$ cat src/design/nrld_pkg.sv
// Package for the nibble run-length decoder: widths, code constants,
// the queue entry type and the code byte classifier.
// No dependencies; every module of the decoder imports it.
`default_nettype none

package nrld_pkg;

    localparam int COUNT_BITS = 24;
    localparam int FRAME_W    = 24;
    localparam int CMP_W      = ((COUNT_BITS > FRAME_W) ? COUNT_BITS : FRAME_W) + 1;

    localparam logic [CMP_W-1:0] CNT_FULL = CMP_W'((64'd1 << COUNT_BITS) - 64'd1);

    localparam int CFG_ADDR_W = 3;
    localparam logic REG_IDX_FRAME_BYTES = 1'b0;
    localparam logic [FRAME_W-1:0] FRAME_BYTES_RESET = FRAME_W'(1);

    localparam logic [3:0] NIB_RUN_ZERO = 4'h0;
    localparam logic [3:0] NIB_RUN_ONES = 4'hF;

    localparam int QDEPTH = 2;
    localparam int QPTR_W = (QDEPTH > 1) ? $clog2(QDEPTH) : 1;
    localparam int QCNT_W = $clog2(QDEPTH + 1);

    localparam int REM_W = 5;

    typedef struct packed {
        logic [3:0] hi;
        logic [3:0] lo;
        logic       is_run;
    } code_entry_t;

    typedef struct packed {
        logic full;
        logic empty;
    } queue_stat_t;

    function automatic code_entry_t classify(input logic [7:0] code);
        code_entry_t e;
        e.hi     = code[7:4];
        e.lo     = code[3:0];
        e.is_run = (code[7:4] == NIB_RUN_ZERO) || (code[7:4] == NIB_RUN_ONES);
        return e;
    endfunction

endpackage

`default_nettype wire

$ cat src/design/nrld_front.sv
// Front end of the nibble run-length decoder: accepts code bytes and
// classifies each one as a run or a literal pair for the queue.
// Depends on nrld_pkg.
`default_nettype none

module nrld_front (
    input  wire logic                 s_tvalid,
    output logic                      s_tready,
    input  wire logic [7:0]           s_tdata,    // code_byte
    input  wire logic                 q_full,
    output logic                      q_push,
    output nrld_pkg::code_entry_t     q_entry
);
    import nrld_pkg::*;

    assign s_tready = !q_full;
    assign q_push   = s_tvalid && !q_full;
    assign q_entry  = classify(s_tdata);

endmodule

`default_nettype wire

$ cat src/design/nrld_queue.sv
// Short queue of classified code bytes between the front and back ends.
// Depends on nrld_pkg.
`default_nettype none

module nrld_queue (
    input  wire logic                  clk,
    input  wire logic                  rst_n,
    input  wire logic                  push,
    input  wire nrld_pkg::code_entry_t push_entry,
    input  wire logic                  pop,
    output nrld_pkg::code_entry_t      head,
    output nrld_pkg::queue_stat_t      stat
);
    import nrld_pkg::*;

    code_entry_t             mem_reg [QDEPTH];
    logic [QPTR_W-1:0]       wr_ptr_reg;
    logic [QPTR_W-1:0]       wr_ptr_next;
    logic [QPTR_W-1:0]       rd_ptr_reg;
    logic [QPTR_W-1:0]       rd_ptr_next;
    logic [QCNT_W-1:0]       count_reg;
    logic [QCNT_W-1:0]       count_next;
    logic                    do_push;
    logic                    do_pop;

    assign stat.full  = (count_reg == QCNT_W'(QDEPTH));
    assign stat.empty = (count_reg == '0);
    assign head       = mem_reg[rd_ptr_reg];

    assign do_push = push && !stat.full;
    assign do_pop  = pop && !stat.empty;

    always_comb
    begin
        wr_ptr_next = wr_ptr_reg;
        rd_ptr_next = rd_ptr_reg;
        count_next  = count_reg;
        if (do_push)
        begin
            wr_ptr_next = (wr_ptr_reg == QPTR_W'(QDEPTH - 1)) ? '0 : wr_ptr_reg + 1'b1;
        end
        if (do_pop)
        begin
            rd_ptr_next = (rd_ptr_reg == QPTR_W'(QDEPTH - 1)) ? '0 : rd_ptr_reg + 1'b1;
        end
        if (do_push && !do_pop)
        begin
            count_next = count_reg + 1'b1;
        end
        else if (do_pop && !do_push)
        begin
            count_next = count_reg - 1'b1;
        end
    end

    always_ff @(posedge clk or negedge rst_n)
    begin
        if (!rst_n)
        begin
            wr_ptr_reg <= '0;
            rd_ptr_reg <= '0;
            count_reg  <= '0;
        end
        else
        begin
            wr_ptr_reg <= wr_ptr_next;
            rd_ptr_reg <= rd_ptr_next;
            count_reg  <= count_next;
        end
    end

    always_ff @(posedge clk)
    begin
        if (do_push)
        begin
            mem_reg[wr_ptr_reg] <= push_entry;
        end
    end

endmodule

`default_nettype wire

$ cat src/design/nrld_back.sv
// Back end of the nibble run-length decoder: expands the queued code
// bytes into nibbles, pairs them into bytes and tracks the frame count.
// Depends on nrld_pkg.
`default_nettype none

module nrld_back (
    input  wire logic                          clk,
    input  wire logic                          rst_n,
    input  wire nrld_pkg::code_entry_t         head,
    input  wire logic                          head_valid,
    output logic                               pop,
    input  wire logic [nrld_pkg::FRAME_W-1:0]  frame_bytes,
    output logic                               m_tvalid,
    input  wire logic                          m_tready,
    output logic [7:0]                         m_tdata,   // pixel_byte
    output logic                               m_tlast,   // last_of_item
    output logic                               m_tuser    // frame_done
);
    import nrld_pkg::*;

    logic [REM_W-1:0]      idx_reg;
    logic [REM_W-1:0]      idx_next;
    logic [3:0]            pend_reg;
    logic [3:0]            pend_next;
    logic                  pend_valid_reg;
    logic                  pend_valid_next;
    logic [COUNT_BITS-1:0] cnt_reg;
    logic [COUNT_BITS-1:0] cnt_next;
    logic                  out_valid_reg;
    logic                  out_valid_next;
    logic [7:0]            out_byte_reg;
    logic [7:0]            out_byte_next;
    logic                  out_last_reg;
    logic                  out_last_next;
    logic                  out_done_reg;
    logic                  out_done_next;

    logic [REM_W-1:0]      total;
    logic [REM_W-1:0]      rem;
    logic [REM_W-1:0]      rem_after;
    logic [REM_W-1:0]      consumed;
    logic [3:0]            nib_a;
    logic [3:0]            nib_b;
    logic [3:0]            tail_nib;
    logic                  step;
    logic                  emit;
    logic [CMP_W-1:0]      cnt_plus;
    logic                  done;

    assign total     = head.is_run ? ({1'b0, head.lo} + REM_W'(1)) : REM_W'(2);
    assign rem       = total - idx_reg;
    assign nib_a     = (head.is_run || (idx_reg == '0)) ? head.hi : head.lo;
    assign nib_b     = head.is_run ? head.hi : head.lo;
    assign tail_nib  = head.is_run ? head.hi : head.lo;
    assign step      = head_valid && (!out_valid_reg || m_tready);
    assign emit      = pend_valid_reg || (rem >= REM_W'(2));
    assign consumed  = pend_valid_reg ? REM_W'(1) : REM_W'(2);
    assign rem_after = rem - consumed;
    assign cnt_plus  = CMP_W'(cnt_reg) + CMP_W'(1);
    assign done      = (cnt_plus >= CMP_W'(frame_bytes)) || (cnt_plus >= CNT_FULL);

    always_comb
    begin
        idx_next        = idx_reg;
        pend_next       = pend_reg;
        pend_valid_next = pend_valid_reg;
        cnt_next        = cnt_reg;
        out_valid_next  = out_valid_reg && !m_tready;
        out_byte_next   = out_byte_reg;
        out_last_next   = out_last_reg;
        out_done_next   = out_done_reg;
        pop             = 1'b0;
        if (step)
        begin
            if (!emit)
            begin
                pend_next       = nib_a;
                pend_valid_next = 1'b1;
                idx_next        = '0;
                pop             = 1'b1;
            end
            else
            begin
                out_valid_next = 1'b1;
                out_byte_next  = pend_valid_reg ? {pend_reg, nib_a} : {nib_a, nib_b};
                out_last_next  = done || (rem_after < REM_W'(2));
                out_done_next  = done;
                if (done)
                begin
                    cnt_next        = '0;
                    pend_valid_next = 1'b0;
                    pend_next       = '0;
                    idx_next        = '0;
                    pop             = 1'b1;
                end
                else
                begin
                    cnt_next = cnt_plus[COUNT_BITS-1:0];
                    unique if (rem_after == '0)
                    begin
                        pend_valid_next = 1'b0;
                        pend_next       = '0;
                        idx_next        = '0;
                        pop             = 1'b1;
                    end
                    else if (rem_after == REM_W'(1))
                    begin
                        pend_valid_next = 1'b1;
                        pend_next       = tail_nib;
                        idx_next        = '0;
                        pop             = 1'b1;
                    end
                    else
                    begin
                        pend_valid_next = 1'b0;
                        pend_next       = '0;
                        idx_next        = idx_reg + consumed;
                    end
                end
            end
        end
    end

    always_ff @(posedge clk or negedge rst_n)
    begin
        if (!rst_n)
        begin
            idx_reg        <= '0;
            pend_reg       <= '0;
            pend_valid_reg <= 1'b0;
            cnt_reg        <= '0;
            out_valid_reg  <= 1'b0;
        end
        else
        begin
            idx_reg        <= idx_next;
            pend_reg       <= pend_next;
            pend_valid_reg <= pend_valid_next;
            cnt_reg        <= cnt_next;
            out_valid_reg  <= out_valid_next;
        end
    end

    always_ff @(posedge clk)
    begin
        out_byte_reg <= out_byte_next;
        out_last_reg <= out_last_next;
        out_done_reg <= out_done_next;
    end

    assign m_tvalid = out_valid_reg;
    assign m_tdata  = out_byte_reg;
    assign m_tlast  = out_last_reg;
    assign m_tuser  = out_done_reg;

endmodule

`default_nettype wire

$ cat src/design/nibble_run_length_decoder_unit.sv
// Top level of the nibble run-length decoder: APB register, front end,
// queue and back end. Depends on nrld_pkg, nrld_front, nrld_queue, nrld_back.
//
// Each code byte on the slave stream is classified and queued; the back end
// then emits one decoded byte per cycle into an output register while the
// sink accepts: up to eight bytes per code byte, or no byte at all when the
// code byte only fills the pending nibble. The front end keeps taking
// code bytes while the two-entry queue has room. tlast marks the final byte
// of a code byte and tuser marks the byte that completes a frame of
// frame_bytes bytes (register at address 0, reset value 1).
`default_nettype none

module nibble_run_length_decoder_unit (
    input  wire logic                              clk,
    input  wire logic                              rst_n,
    input  wire logic                              s_tvalid,
    output logic                                   s_tready,
    input  wire logic [7:0]                        s_tdata,   // code_byte
    output logic                                   m_tvalid,
    input  wire logic                              m_tready,
    output logic [7:0]                             m_tdata,   // pixel_byte
    output logic                                   m_tlast,   // last_of_item
    output logic                                   m_tuser,   // frame_done
    input  wire logic                              psel,
    input  wire logic                              penable,
    input  wire logic                              pwrite,
    input  wire logic [nrld_pkg::CFG_ADDR_W-1:0]   paddr,
    input  wire logic [31:0]                       pwdata,
    output logic [31:0]                            prdata,
    output logic                                   pready
);
    import nrld_pkg::*;

    logic [FRAME_W-1:0] frame_bytes_reg;
    logic [FRAME_W-1:0] frame_bytes_next;
    logic               cfg_wr;
    logic               q_push;
    logic               q_pop;
    code_entry_t        q_entry;
    code_entry_t        q_head;
    queue_stat_t        q_stat;

    assign pready = 1'b1;
    assign cfg_wr = psel && penable && pwrite && pready;
    assign prdata = (paddr[2] == REG_IDX_FRAME_BYTES) ? 32'(frame_bytes_reg) : 32'd0;

    always_comb
    begin
        frame_bytes_next = frame_bytes_reg;
        if (cfg_wr && (paddr[2] == REG_IDX_FRAME_BYTES))
        begin
            frame_bytes_next = pwdata[FRAME_W-1:0];
        end
    end

    always_ff @(posedge clk or negedge rst_n)
    begin
        if (!rst_n)
        begin
            frame_bytes_reg <= FRAME_BYTES_RESET;
        end
        else
        begin
            frame_bytes_reg <= frame_bytes_next;
        end
    end

    nrld_front u_front (
        .s_tvalid (s_tvalid),
        .s_tready (s_tready),
        .s_tdata  (s_tdata),
        .q_full   (q_stat.full),
        .q_push   (q_push),
        .q_entry  (q_entry)
    );

    nrld_queue u_queue (
        .clk        (clk),
        .rst_n      (rst_n),
        .push       (q_push),
        .push_entry (q_entry),
        .pop        (q_pop),
        .head       (q_head),
        .stat       (q_stat)
    );

    nrld_back u_back (
        .clk         (clk),
        .rst_n       (rst_n),
        .head        (q_head),
        .head_valid  (!q_stat.empty),
        .pop         (q_pop),
        .frame_bytes (frame_bytes_reg),
        .m_tvalid    (m_tvalid),
        .m_tready    (m_tready),
        .m_tdata     (m_tdata),
        .m_tlast     (m_tlast),
        .m_tuser     (m_tuser)
    );

    a_done_is_last: assert property (@(posedge clk) disable iff (!rst_n)
        (m_tvalid && m_tuser) |-> m_tlast)
        else $error("frame end not marked as last byte of its code byte");

    a_queue_stat: assert property (@(posedge clk) disable iff (!rst_n)
        !(q_stat.full && q_stat.empty))
        else $error("queue reports full and empty at once");

    a_cfg_write: assert property (@(posedge clk) disable iff (!rst_n)
        (cfg_wr && (paddr[2] == REG_IDX_FRAME_BYTES))
        |=> (frame_bytes_reg == $past(pwdata[FRAME_W-1:0])))
        else $error("frame length register not updated by write");

    a_no_pop_empty: assert property (@(posedge clk) disable iff (!rst_n)
        q_pop |-> !q_stat.empty)
        else $error("back end consumed from an empty queue");

endmodule

`default_nettype wire
$ cat config.mk
export PLATFORM = sky130hd
export DESIGN_NAME = nibble_run_length_decoder_unit
export DESIGN_NICKNAME = d
export VERILOG_FILES = /design/src/design/nrld_pkg.sv /design/src/design/nrld_front.sv /design/src/design/nrld_queue.sv /design/src/design/nrld_back.sv /design/src/design/nibble_run_length_decoder_unit.sv
export SDC_FILE = /design/constraint.sdc
export NUM_CORES = 1
export LEC_CHECK = 0
export ABC_AREA = 1
export BUFFER_PORTS_ARGS = -buffer_cell sky130_fd_sc_hd__buf_2
export CORE_ASPECT_RATIO = 0.9
export CORE_UTILIZATION = 42
export CTS_CLUSTER_DIAMETER = 100
export DETAILED_ROUTE_END_ITERATION = 8
export SKIP_CTS_REPAIR_TIMING = 1
export SYNTH_ARGS = -nofsm -noshare
export SYNTH_HDL_FRONTEND = slang
export SYNTH_SLANG_ARGS = --single-unit
$ cat constraint.sdc
create_clock -name clk -period 5.34 [get_ports clk]
set_clock_uncertainty 0.2 [all_clocks]
set_input_delay 0 -clock clk [delete_from_list [all_inputs] [get_ports clk]]
set_output_delay 0 -clock clk [all_outputs]
set_load 0.05 [all_outputs]
==> results.toml <==
[power]
leakage_nw = 3.458
p_seq_share_pct = 29.4
p_int_mw = 2.043
power.total_mw = 4.045
switching_share_pct = 49.48
p_sw_mw = 2.002
power.density_nw_per_um2 = 579.3
power.clock.fraction_pct = 15.5
pwr-share-comb_pct = 55.1
vdd_ir_drop_max_mv = 0.2468

[global_routing]
antenna_found_initial = 0
track_usage_pct = 20.15
grt_overflow_total = 0
grt_pass1_wl_um = 22650
grt_pass1_vias = 4679
grt_start_max_net_pins = 64

[final_layout]
layout.nets = 947
layout_common_cells = "nand2_1, nor2_1, inv_1"
area_delta_synth_final_pct = 19.00
diodes = 0
register_area_um2 = 2419
multiInputGateArea_um2 = 2937
drive_gt1_share_pct = 15.53
n_fill_cell = 1266
layout_commonest_cell = "nand2_1"

[clocking]
clk_pin_slew_worst_paths_ns = 0.06
htree_levels = 3
clockBufferDepth = 2
clock_sinks = 91
insertion_delay_ns = 0.35
tritoncts = "built"
cts_buffers = 9
cts_root_buffer = "clkbuf_16"

[critical_path]
start_kind = "flop"
critPathMostFrequentCell = "nand2_1"
critPathKind = "reg2reg"
crit_cells = 20
reg2regPathDepth = 20
crit_arrival_ns = 4.89
crit_chain = "inv_1 > or2_2 > o21ai_0 > inv_1 > ha_1 > or2_2 > fa_1 > fa_1 > nor2_1 > nand2_1 > inv_1 > nand2_1 > nand2_1 > nand3_1 > nand4_1 > nand2_1 > ha_1 > a21oi_1 > o21ai_0 > xor2_1"
critPathRequiredTime_ns = 5.36
end_kind = "flop"
cp_top_family = "adder cells"
worstPathMaxFanout = 11
path_buf_inv = 3
critPathSlowestCell = "dfrtp_1"
slowest_delay_ns = 0.58

[min_path]
hold_path_class = "in2async"

[status]
status = "finished, final reports clean"

[synth]
synthCells = 751
yosysUniqueCellTypes = 44
syn_area_um2 = 5868
yosys_warnings = 0
synth_largest_area_cell = "dfrtp_1"
synth_ff_type = "dfrtp_1"
avgSynthCellArea_um2 = 7.814
async_flop_share_pct = 69.23
synth-edff-count = 28
synth_top_area_share_pct = 26.44
synth-seq-cells = 91
seq_area_frac_synth_pct = 41.22
synth.area.top_cells = "dfrtp_1, edfxtp_1, nand2_1, ha_1, nor2_1"

[floorplanning]
rows = 40
die_area_um2 = 14450
core_area_um2 = 13510
io_pins = 95
initial_core_util_pct = 43.43
die_h_um = 114.1
die_x_um = 126.6

[sta]
fmaxAchievable_mhz = 205.1
setup_violations = 0
setup_tns_ns = 0
slew_violations = 0
slew_headroom_pct = 33.99
finalCritPeriodShare_pct = 91.29
min_period_ns = 4.875
tightest_slew_ns = 0.9774
final_hold_viol_count = 0
rsz0062_at_grt = "no"

[placed_design]
gp_congestion = 0.8370
io_buffers = 75
dpl.hpwl_um = 10280

[route]
dr.pass1.iters = 5
wirelength_um = 13760
drc_errors = 0
via_per_inst = 4.957
drt_iter0_markers = 318
ant_nets = 0
wl_per_cell_um = 13.35
routed-via-count = 5111

[run]
maxCapViolations = 0
stage by stage:
stage          cell area, µm²  hold WS, ns  instances  util (%)  setup slack [ns]
6_report                 6983       0.1719       1031     51.68            0.4649
4_1_cts                  6633      -0.3667        996     49.08            0.4779
3_3_place_gp             6346     -0.01044        980     46.96            0.6478
3_5_place_dp             6346    -0.008385        980     46.96            0.5196
2_1_floorplan            5894      -0.4956        758         -             1.264
5_1_grt                  6983       0.1879       1031     51.68           0.02773
per-layer routing:
| layer | share of wire, % | up-vias | track usage, % | wire, µm |
|---|---|---|---|---|
| met3 | 6.0 | 11 | 2.991 | 831 |
| met2 | 42 | 166 | 29.83 | 5765 |
| met1 | 51 | 2339 | 30.11 | 7004 |
| met4 | 1.1 | 0 | 6.667 | 157 |
| met5 | 0 | - | 0 | 0 |
| li1 | - | 2595 | - | - |
logic make-up (layout without fill, tap and decap cells):
| kind of cell | Yosys count | after routing | synth area share (%) |
|---|---|---|---|
| AO/OA/AOI/OAI | 92 | 92 | 8.273 |
| XOR/XNOR | 16 | 16 | 2.516 |
| adder cells (fa/ha/maj) | 39 | 39 | 8.699 |
| buffers and inverters | 127 | 232 | 9.190 |
| flip-flops | 91 | 91 | 41.22 |
| multiplexers | 5 | 5 | 0.8529 |
| other | 2 | 9 | 0.1280 |
| AND/OR/NAND/NOR | 379 | 379 | 29.13 |
synth_stat cells (all sizes together) (3+ instances only):
cell type and n:
nor3 7, a21oi 43, edfxtp 28, dfrtp 62, xor2 13, nand3b 3, fa 3, o21ai 43
nor2 123, xnor2 3, clkbuf 9, nand4 17, ha 36, mux2i 5, buf 14, inv 103
nand3 29, nand2 195
worst min-delay path, stage by stage:
cell	delay [ns]
dlygate4sd3_1	0.52
buf_2	0.10
buf_4	0.62
final timing paths:
| check | startpoint | endpoint | slack, ns |
|---|---|---|---|
| setup / recovery | u_queue.rd_ptr_reg$_DFFE_PN0P_ | u_queue.count_reg[1]$_DFFE_PN0P_ | 0.46 |
| hold / removal | rst_n | u_back.cnt_reg[5]$_DFFE_PN0P_ | 0.17 |
| setup reg to reg | u_queue.rd_ptr_reg$_DFFE_PN0P_ | u_queue.count_reg[1]$_DFFE_PN0P_ | 0.46 |
| hold reg to reg | u_queue.count_reg[0]$_DFFE_PN0P_ | u_queue.count_reg[0]$_DFFE_PN0P_ | 0.27 |
| max in group asynchronous | rst_n | u_queue.rd_ptr_reg$_DFFE_PN0P_ | 4.22 |
| min in group clk | s_tdata[0] | u_queue.mem_reg[1][1]$_DFFE_PP_ | 0.18 |
cell type report:
| cell class | count | share of cell area, % |
|---|---|---|
| Inverter | 104 | 5.590 |
| Clock buffer | 11 | 3.333 |
| Timing Repair Buffer | 112 | 10.61 |
| Clock inverter | 5 | 0.7705 |
| Sequential cell | 91 | 34.64 |
| Tap cell | 168 | 3.010 |
| Multi-Input combinational cell | 540 | 42.05 |
power groups by stage:
stage	sequential [mW]	clock, mW	combinational [mW]
floorplan	1.29	0	1.62
global placement	1.19	0	2.13
detailed placement	1.20	0	2.20
CTS	1.19	0.638	2.21
global route	1.22	0.665	2.51
finish	1.19	0.626	2.23
Power figures use the tool's default switching activity.
